<file path="config.mk">
export PLATFORM = sky130hd
export DESIGN_NAME = rc_pulse_capture_filter
export DESIGN_NICKNAME = d
export VERILOG_FILES = /design/src/rcpf_pkg.sv /design/src/rcpf_biquad.sv /design/src/rcpf_channel.sv /design/src/rc_pulse_capture_filter.sv
export VERILOG_INCLUDE_DIRS = /design/src /design/src/src
export SDC_FILE = /design/constraint.sdc
export NUM_CORES = 2
export LEC_CHECK = 0
export BUFFER_PORTS_ARGS = -buffer_cell sky130_fd_sc_hd__buf_4
export CAP_MARGIN = 20
export CORE_UTILIZATION = 70
export CTS_BUF_LIST = sky130_fd_sc_hd__clkbuf_2 sky130_fd_sc_hd__clkbuf_4 sky130_fd_sc_hd__clkbuf_8
export DETAILED_ROUTE_END_ITERATION = 6
export PLACE_DENSITY = 0.87
export SYNTH_ARGS = -nofsm -noshare
export SYNTH_HDL_FRONTEND = slang
export SYNTH_SLANG_ARGS = --single-unit
</file>
<file path="constraint.sdc">
create_clock -name clk -period 16.62 [get_ports clk]
set_clock_uncertainty 0.15 [all_clocks]
set_input_delay 3.324 -clock clk [delete_from_list [all_inputs] [get_ports clk]]
set_output_delay 3.324 -clock clk [all_outputs]
set_load 0.02 [all_outputs]
</file>
<file path="src/rc_pulse_capture_filter_assert.svh">
// ---------------------------------------------------------------------------
// rc_pulse_capture_filter assertion macros
// Concurrent assertion wrappers shared by the capture filter RTL. They expect
// signals named clk and rst_n in the module that uses them.
// ---------------------------------------------------------------------------
`ifndef RC_PULSE_CAPTURE_FILTER_ASSERT_SVH
`define RC_PULSE_CAPTURE_FILTER_ASSERT_SVH

`ifndef SYNTHESIS

// Checked on every edge once reset has been released.
`define RCPF_ASSERT(lbl, prop, msg) \
  lbl: assert property (@(posedge clk) disable iff (!rst_n) prop) else $error(msg);

// Checked on every edge, reset included.
`define RCPF_ASSERT_ALWAYS(lbl, prop, msg) \
  lbl: assert property (@(posedge clk) prop) else $error(msg);

`else

`define RCPF_ASSERT(lbl, prop, msg)
`define RCPF_ASSERT_ALWAYS(lbl, prop, msg)

`endif

`endif

</file>
<file path="src/rcpf_pkg.sv">
// ---------------------------------------------------------------------------
// rcpf_pkg
// Types, constants and helpers shared by the RC pulse capture filter.
// ---------------------------------------------------------------------------
`default_nettype none

package rcpf_pkg;

  // Channel count and timestamp width of the capture logic.
  localparam int CHANNELS  = 4;
  localparam int TIME_BITS = 32;

  // Fixed widths of the ports.
  localparam int NUM_OUT   = 4;
  localparam int IN_TIME_W = 32;
  localparam int PIN_W     = 4;
  localparam int CFG_W     = 16;
  localparam int VAL_W     = 12;
  localparam int HIST_W    = 13;

  // Channels that can actually see edges and reach an output.
  localparam int ACT_CH = (CHANNELS < NUM_OUT) ? CHANNELS : NUM_OUT;

  localparam logic [VAL_W-1:0] VAL_MAX = '1;

  // Reset values of the pulse window.
  localparam logic [CFG_W-1:0] MIN_PULSE_RST = 16'd800;
  localparam logic [CFG_W-1:0] MAX_PULSE_RST = 16'd2200;

  // Filter arithmetic: Q1.15 coefficients, accumulator sized for the worst case.
  localparam int ACC_W     = 30;
  localparam int FRAC_BITS = 15;
  localparam int COEF_B0   = 5666;
  localparam int COEF_B1   = 11331;
  localparam int COEF_B2   = 5666;
  localparam int COEF_A1   = 17370;
  localparam int COEF_A2   = 7265;

  typedef logic [TIME_BITS-1:0] tstamp_t;
  typedef logic [VAL_W-1:0]     val_t;
  typedef logic [HIST_W-1:0]    hist_t;

  typedef enum logic {
    CMD_EVENT = 1'b0,
    CMD_READ  = 1'b1
  } cmd_t;

  typedef enum logic [0:0] {
    REG_MIN_PULSE = 1'b0,
    REG_MAX_PULSE = 1'b1
  } reg_idx_t;

  // Per-channel control for one processed beat.
  typedef struct packed {
    logic evt;
    logic read;
    logic changed;
    logic level;
  } chan_ctl_t;

  // Brings the port timestamp to the internal width, truncating or zero-extending.
  function automatic tstamp_t to_tstamp(input logic [IN_TIME_W-1:0] t);
    tstamp_t r;
    r = '0;
    for (int i = 0; i < TIME_BITS && i < IN_TIME_W; i++) begin
      r[i] = t[i];
    end
    return r;
  endfunction

endpackage

`default_nettype wire

</file>
<file path="src/rcpf_biquad.sv">
// ---------------------------------------------------------------------------
// rcpf_biquad
// One pass of the second-order low-pass section with truncation and clamp.
// ---------------------------------------------------------------------------
`default_nettype none

module rcpf_biquad
  import rcpf_pkg::*;
(
  input  val_t  x0,
  input  val_t  x1,
  input  val_t  x2,
  input  hist_t y1,
  input  hist_t y2,
  output val_t  y
);

  logic [ACC_W-1:0]        p0, p1, p2, p3, p4;
  logic signed [ACC_W-1:0] acc;
  logic [ACC_W-2-FRAC_BITS:0] quot;

  // All products are non-negative and the worst-case sum stays below 2^28.
  assign p0  = ACC_W'(x0) * ACC_W'(COEF_B0);
  assign p1  = ACC_W'(x1) * ACC_W'(COEF_B1);
  assign p2  = ACC_W'(x2) * ACC_W'(COEF_B2);
  assign p3  = ACC_W'(y1) * ACC_W'(COEF_A1);
  assign p4  = ACC_W'(y2) * ACC_W'(COEF_A2);
  assign acc = $signed(p0 + p1 + p2 + p3 - p4);

  // For a positive sum, the shift is the same as truncation toward zero.
  assign quot = acc[ACC_W-2:FRAC_BITS];

  always_comb begin
    if (acc[ACC_W-1] || (acc == '0)) begin
      y = '0;
    end else if (quot > $bits(quot)'(VAL_MAX)) begin
      y = VAL_MAX;
    end else begin
      y = quot[VAL_W-1:0];
    end
  end

endmodule

`default_nettype wire

</file>
<file path="src/rcpf_channel.sv">
// ---------------------------------------------------------------------------
// rcpf_channel
// Capture state and filter history of one channel.
// ---------------------------------------------------------------------------
`default_nettype none

module rcpf_channel
  import rcpf_pkg::*;
(
  input  logic             clk,
  input  logic             rst_n,
  input  chan_ctl_t        ctl,
  input  tstamp_t          now,
  input  logic [CFG_W-1:0] min_pulse,
  input  logic [CFG_W-1:0] max_pulse,
  output val_t             read_val,
  output logic             pending
);

  `include "rc_pulse_capture_filter_assert.svh"

  tstamp_t rise_time_r, rise_time_nxt;
  val_t    raw_r, raw_nxt;
  logic    pending_r, pending_nxt;
  val_t    x1_r, x1_nxt, x2_r, x2_nxt;
  hist_t   y1_r, y1_nxt, y2_r, y2_nxt;

  tstamp_t width;
  logic    in_window;
  val_t    width_sat;
  val_t    filt;

  rcpf_biquad u_biquad (
    .x0 (raw_r),
    .x1 (x1_r),
    .x2 (x2_r),
    .y1 (y1_r),
    .y2 (y2_r),
    .y  (filt)
  );

  // The subtraction wraps at the timestamp width.
  assign width     = now - rise_time_r;
  assign in_window = (width > TIME_BITS'(min_pulse)) && (width < TIME_BITS'(max_pulse));
  assign width_sat = (width > TIME_BITS'(VAL_MAX)) ? VAL_MAX : width[VAL_W-1:0];

  always_comb begin
    rise_time_nxt = rise_time_r;
    raw_nxt       = raw_r;
    pending_nxt   = pending_r;
    x1_nxt        = x1_r;
    x2_nxt        = x2_r;
    y1_nxt        = y1_r;
    y2_nxt        = y2_r;
    if (ctl.evt && ctl.changed) begin
      if (ctl.level) begin
        rise_time_nxt = now;
      end else if (in_window) begin
        raw_nxt     = width_sat;
        pending_nxt = 1'b1;
      end
    end
    if (ctl.read && pending_r) begin
      pending_nxt = 1'b0;
      raw_nxt     = filt;
      x1_nxt      = raw_r;
      x2_nxt      = x1_r;
      y1_nxt      = HIST_W'(filt);
      y2_nxt      = y1_r;
    end
  end

  always_ff @(posedge clk) begin
    if (!rst_n) begin
      rise_time_r <= '0;
      raw_r       <= '0;
      pending_r   <= 1'b0;
      x1_r        <= '0;
      x2_r        <= '0;
      y1_r        <= '0;
      y2_r        <= '0;
    end else begin
      rise_time_r <= rise_time_nxt;
      raw_r       <= raw_nxt;
      pending_r   <= pending_nxt;
      x1_r        <= x1_nxt;
      x2_r        <= x2_nxt;
      y1_r        <= y1_nxt;
      y2_r        <= y2_nxt;
    end
  end

  assign read_val = pending_r ? filt : raw_r;
  assign pending  = pending_r;

  `RCPF_ASSERT(a_read_clears_pending, ctl.read |=> !pending_r, "read left channel pending")
  `RCPF_ASSERT(a_pending_held, (pending_r && !ctl.read) |=> pending_r, "pending lost without read")
  `RCPF_ASSERT(a_rise_only_on_edge, !(ctl.evt && ctl.changed) |=> $stable(rise_time_r),
               "rise time moved without an edge")

endmodule

`default_nettype wire

</file>
<file path="src/rc_pulse_capture_filter.sv">
// ---------------------------------------------------------------------------
// rc_pulse_capture_filter
// Four-channel RC pulse-width capture with a per-channel low-pass filter.
// ---------------------------------------------------------------------------
// Input beats carry a command. A pin event gives a microsecond timestamp, a
// mask of channels with an edge and their levels; rising edges record the
// time and falling edges that close a pulse strictly inside the window set by
// cfg registers 0 (minimum) and 1 (maximum) latch a new raw width. Pin events
// produce no result beat. A read beat filters every channel that has a new
// width and returns one result beat with all four values and a flag.
// A taken beat sits in the input register and is processed from there; a read
// result goes to the result register and stays on the out_ ports until taken.
// Throughput is one beat per cycle unless a read waits on out_stall, set by
// the single input register and the single result register.
// When out_stall holds a result, a following pin event still proceeds; a
// following read waits in the input register and in_stall rises. Reset clears
// all capture and filter state and restores the window to 800..2200 us. The
// user must write configuration only while idle; the block does not enforce it.
// ---------------------------------------------------------------------------
`default_nettype none

module rc_pulse_capture_filter
  import rcpf_pkg::*;
(
  input  logic                 clk,
  input  logic                 rst_n,
  input  logic                 in_valid,
  output logic                 in_stall,
  input  logic                 in_command,
  input  logic [IN_TIME_W-1:0] in_time_us,
  input  logic [PIN_W-1:0]     in_changed_pins,
  input  logic [PIN_W-1:0]     in_pin_levels,
  output logic                 out_valid,
  input  logic                 out_stall,
  output logic [VAL_W-1:0]     out_channel_0,
  output logic [VAL_W-1:0]     out_channel_1,
  output logic [VAL_W-1:0]     out_channel_2,
  output logic [VAL_W-1:0]     out_channel_3,
  output logic                 out_any_updated,
  input  logic                 cfg_wr_en,
  input  logic [0:0]           cfg_index,
  input  logic [CFG_W-1:0]     cfg_wdata
);

  `include "rc_pulse_capture_filter_assert.svh"

  logic [CFG_W-1:0] min_pulse_r, min_pulse_nxt;
  logic [CFG_W-1:0] max_pulse_r, max_pulse_nxt;

  logic                 s1_valid_r, s1_valid_nxt;
  cmd_t                 s1_cmd_r;
  logic [IN_TIME_W-1:0] s1_time_r;
  logic [PIN_W-1:0]     s1_changed_r;
  logic [PIN_W-1:0]     s1_levels_r;

  logic       out_valid_r, out_valid_nxt;
  val_t       out_val_r [NUM_OUT];
  logic       out_any_r;

  logic       in_accept;
  logic       out_free;
  logic       s1_fire;
  logic       read_fire;
  tstamp_t    now;
  val_t       chan_val [NUM_OUT];
  logic [NUM_OUT-1:0] chan_pend;

  // Configuration writes.
  always_comb begin
    min_pulse_nxt = min_pulse_r;
    max_pulse_nxt = max_pulse_r;
    if (cfg_wr_en) begin
      case (reg_idx_t'(cfg_index))
        REG_MIN_PULSE: min_pulse_nxt = cfg_wdata;
        REG_MAX_PULSE: max_pulse_nxt = cfg_wdata;
        default: ;
      endcase
    end
  end

  always_ff @(posedge clk) begin
    if (!rst_n) begin
      min_pulse_r <= MIN_PULSE_RST;
      max_pulse_r <= MAX_PULSE_RST;
    end else begin
      min_pulse_r <= min_pulse_nxt;
      max_pulse_r <= max_pulse_nxt;
    end
  end

  // Handshake. A pin event never waits; a read waits only for a free result slot.
  assign out_free  = !out_valid_r || !out_stall;
  assign s1_fire   = s1_valid_r && ((s1_cmd_r == CMD_EVENT) || out_free);
  assign read_fire = s1_fire && (s1_cmd_r == CMD_READ);
  assign in_stall  = s1_valid_r && !s1_fire;
  assign in_accept = in_valid && !in_stall;

  assign s1_valid_nxt  = in_accept || (s1_valid_r && !s1_fire);
  assign out_valid_nxt = read_fire || (out_valid_r && out_stall);

  always_ff @(posedge clk) begin
    if (!rst_n) begin
      s1_valid_r  <= 1'b0;
      out_valid_r <= 1'b0;
    end else begin
      s1_valid_r  <= s1_valid_nxt;
      out_valid_r <= out_valid_nxt;
    end
  end

  always_ff @(posedge clk) begin
    if (in_accept) begin
      s1_cmd_r     <= cmd_t'(in_command);
      s1_time_r    <= in_time_us;
      s1_changed_r <= in_changed_pins;
      s1_levels_r  <= in_pin_levels;
    end
  end

  assign now = to_tstamp(s1_time_r);

  for (genvar i = 0; i < NUM_OUT; i++) begin : g_chan
    if (i < ACT_CH) begin : g_live
      chan_ctl_t ctl;

      assign ctl.evt     = s1_fire && (s1_cmd_r == CMD_EVENT);
      assign ctl.read    = read_fire;
      assign ctl.changed = s1_changed_r[i];
      assign ctl.level   = s1_levels_r[i];

      rcpf_channel u_chan (
        .clk       (clk),
        .rst_n     (rst_n),
        .ctl       (ctl),
        .now       (now),
        .min_pulse (min_pulse_r),
        .max_pulse (max_pulse_r),
        .read_val  (chan_val[i]),
        .pending   (chan_pend[i])
      );
    end else begin : g_absent
      assign chan_val[i]  = '0;
      assign chan_pend[i] = 1'b0;
    end
  end

  always_ff @(posedge clk) begin
    if (read_fire) begin
      for (int i = 0; i < NUM_OUT; i++) begin
        out_val_r[i] <= chan_val[i];
      end
      out_any_r <= |chan_pend;
    end
  end

  assign out_valid       = out_valid_r;
  assign out_channel_0   = out_val_r[0];
  assign out_channel_1   = out_val_r[1];
  assign out_channel_2   = out_val_r[2];
  assign out_channel_3   = out_val_r[3];
  assign out_any_updated = out_any_r;

  `RCPF_ASSERT(a_read_loads_result, read_fire |=> out_valid_r, "read produced no result")
  `RCPF_ASSERT(a_stall_only_for_read, in_stall |-> (s1_valid_r && s1_cmd_r == CMD_READ),
               "input stalled without a waiting read")
  `RCPF_ASSERT(a_no_result_without_read, (!out_valid_r && !read_fire) |=> !out_valid_r,
               "result appeared without a read")

endmodule

`default_nettype wire

</file>
==> results.py <==
metrics = {
    "critical_path": {
        "critPathArrivalTime_ps": 12610,
        "crit_fanout": 9,
        "crit_type": "flop to flop",
        "crit_path_start_kind": "flop",
        "cp_slowest_cell": "a31oi_1",
        "crit_path_end_kind": "flop",
        "cp_slowest_stage_delay_ps": 710,
        "required_ps": 17200,
        "cpMostUsedCell": "fa_1",
    },
    "timing": {
        "setup_tns_ps": 0,
        "maxSlewViolCount": 0,
        "whs_ps": 304.5,
        "min_period_ps": 12030,
        "setup_viol": 0,
        "hold_violations": 0,
        "max_freq_mhz": 83.09,
        "rsz0062_at_grt": "false",
        "timing.final.crit_share_pct": 72.41,
        "slew_headroom_pct": 22.09,
        "worstMarginPinSlew_ps": 1169,
    },
    "clock_tree": {
        "cts_buffers": 93,
        "clock_latency_ps": 800,
        "cts_resized": 0,
        "cts_hold_buf": 0,
        "cts_tree": "yes",
        "cts.path.max_buffers": 3,
        "htree_levels": 3,
        "postCtsSetupBuffers": 0,
        "cts_sinks": 496,
        "clk_pin_slew_ps": 60,
        "root_buffer": "clkbuf_8",
    },
    "route": {
        "routed_via_density": 6.103,
        "wl_per_cell_um": 21.26,
        "first_pass_iters": 7,
        "drt_iter0_markers": 6269,
        "drc_errors": 9,
        "via_count": 70830,
        "finalWirelength_um": 246700,
        "ant_nets": 0,
    },
    "pwr": {
        "seqPwrFrac_pct": 39.0,
        "pwr-share-clk_pct": 45.9,
        "cellLeakagePower_nw": 48.51,
        "comb_power_share_pct": 15.1,
        "p_switching_w": 0.0009755,
        "swShare_pct": 30.03,
        "internal_power_w": 0.002273,
        "p_per_area_mw_per_mm2": 35.26,
        "ir_worst_vdd_mv": 0.05827,
    },
    "floorplanning": {
        "dieArea_mm2": 0.1262,
        "chipHeight_um": 355.2,
        "rows": 129,
        "io_pins": 114,
        "core_area_mm2": 0.1236,
        "start_util_pct": 70.63,
        "die_x_um": 355.2,
    },
    "global_route": {
        "met1_usage_pct": 48.37,
        "grt_pass1_vias": 73570,
        "top_usage_layer": "met2",
        "grt_max_degree": 89,
        "use_met3_pct": 7.251,
        "gr-total-overflow": 0,
        "antenna_found_initial": 9,
        "grt.met2_usage_pct": 65.01,
        "grt_util_all_layers_pct": 39.59,
        "grt_pass1_wl_um": 389800,
    },
    "run_status": {
        "violations": "design-rule violations",
        "status": "finished with violations",
    },
    "placement": {
        "dp_hpwl_um": 205100,
        "numPortBuffers": 113,
        "dp.cells": 11420,
        "gp_congestion": 1.036,
    },
    "cells_and_area": {
        "multi_input_area_mm2": 0.06732,
        "drive_gt1_share_pct": 4.075,
        "final_nets": 12870,
        "area.sequential_mm2": 0.01083,
        "fillerInstances": 8954,
        "area_growth_pct": 5.499,
        "final_cell_count_no_fill": 11610,
    },
    "synthesis": {
        "async_reset_ff_share_pct": 0,
        "synth_warnings": 0,
        "synth-edff-count": 90,
        "synthDistinctLibCells": 93,
        "netlist_area_mm2": 0.08732,
        "avgSynthCellArea_um2": 8.886,
        "synth-seq-cells": 496,
        "yosysSeqAreaShare_pct": 12.40,
        "syn_inst": 9827,
        "synth_flop_cell": "dfxtp_1",
    },
    "run": {
        "maxCapViolations": 0,
    },
    "min_path": {
        "hp-class": "flop to flop",
    },
}
-- cells by family (layout without fill, tap and decap cells) --
kind of cell	count (synthesis)	after routing	synth area share, %
DFF	496	496	12.40
adders and majority gates	2926	2926	50.93
xor gates and xnor gates	336	336	3.370
muxes	21	21	0.2536
buffers and inverters	2449	2582	10.56
AOI/OAI and AO/OA	1774	1774	12.90
and+or+nand+nor	1824	1824	9.587
other	1	9	0.004294
-- critical path: cells and delay by family (launching register included) --
kind	cells	cell delay (ps)
adder cells (fa/ha/maj)	12	5500
AO/OA/AOI/OAI	14	3860
AND/OR/NAND/NOR	7	1270
flip-flops	1	670
buffers and inverters	5	280
XOR/XNOR	1	210
-- routing by layer --
metal	wire length, um	part of all wire (%)	up-vias
met5	27	0.011	-
met4	17730	7.2	4
met3	22100	9.0	986
met2	114000	46	3374
met1	92870	38	34160
li1	-	-	32310
-- through the flow --
stage	total power [W]	utilization [%]	setup slack (ps)	instance area [um^2]
floorplan	0.001607	-	6181	87340
global placement	0.001746	72.63	5224	89790
detailed placement	0.001762	72.65	4902	89820
CTS	0.003235	74.49	4839	92090
global route	0.003345	74.51	4106	92120
finish	0.003249	74.51	4585	92130
-- power by group through the flow --
stage / combinational [W] / clock (W) / sequential [W]
2_1_floorplan: 0.000325 / 0 / 0.00128
3_3_place_gp: 0.000454 / 0 / 0.00129
3_5_place_dp: 0.000470 / 0 / 0.00129
4_1_cts: 0.000473 / 0.00149 / 0.00127
5_1_grt: 0.000532 / 0.00155 / 0.00127
6_report: 0.000490 / 0.00149 / 0.00127
-- layout make-up --
class                   count  share of cell area (%)
clock buffers             129                   1.832
flip-flops and latches    496                   11.76
well taps                1637                   2.223
inverters                2256                   9.200
repair buffers            152                   1.266
clock inverters            45                  0.6356
diodes                      5                 0.01358
multi-input cells        6885                   73.07
-- final timing paths --
kind                                                     start                                       endpoint  slack (ps)  depth (start not counted)
setup reg to reg  g_chan[0].g_live.u_chan.y1_r[0]$_SDFFE_PN0P_  g_chan[0].g_live.u_chan.raw_r[8]$_SDFFE_PN0P_        4590                         39
setup / recovery  g_chan[0].g_live.u_chan.y1_r[0]$_SDFFE_PN0P_  g_chan[0].g_live.u_chan.raw_r[8]$_SDFFE_PN0P_        4590                         39
hold reg to reg                    min_pulse_r[2]$_SDFFE_PN0P_                    min_pulse_r[2]$_SDFFE_PN0P_         300                          2
hold / removal                     min_pulse_r[2]$_SDFFE_PN0P_                    min_pulse_r[2]$_SDFFE_PN0P_         300                          2
-- state kept, by name, indices dropped and copies added, names as in the netlist, 4 cells and up --
name	count
now	32
g_chan.g_live.u_chan.x1_r	48
s1_levels_r	4
g_chan.g_live.u_chan.raw_r	48
min_pulse_r	16
g_chan.g_live.u_chan.y2_r	48
g_chan.g_live.u_chan.rise_time_r	128
out_val_r	48
g_chan.g_live.u_chan.y1_r	48
s1_changed_r	4
g_chan.g_live.u_chan.pending	4
g_chan.g_live.u_chan.x2_r	48
max_pulse_r	16
-- cell usage in the layout (no fill, tap or decap), types with 68 or more instances in the layout --
cell type  instances
fa_1            1047
buf_4            150
ha_1            1879
edfxtp_1          90
a21o_1           182
nand2b_1          83
o21ai_0          306
nand2_1          885
nand3_1          118
inv_1           2255
o21a_1            68
a21oi_1          647
dfxtp_1          406
nor3_1            84
nor2_1           292
xor2_1           145
clkbuf_8         115
xnor2_1          190
-- cells in the mapped netlist (all sizes together) (50+ instances only) --
cell type  number  share of area, %
a211oi         50              0.43
a21o          183               1.6
a21oi         648               3.7
a31oi          51              0.38
clkbuf        171              0.74
dfxtp         406               9.3
edfxtp         90               3.1
fa           1047                24
ha           1879                27
inv          2256               9.7
nand2         885               3.8
nand2b         83              0.59
nand3         119              0.69
nor2          292               1.3
nor2b          59              0.43
nor3           84              0.48
o211ai         65              0.56
o21a           68              0.58
o21ai         320               1.8
xnor2         191               1.9
xor2          145               1.5
Note: power is estimated with default switching activity, not from simulation.
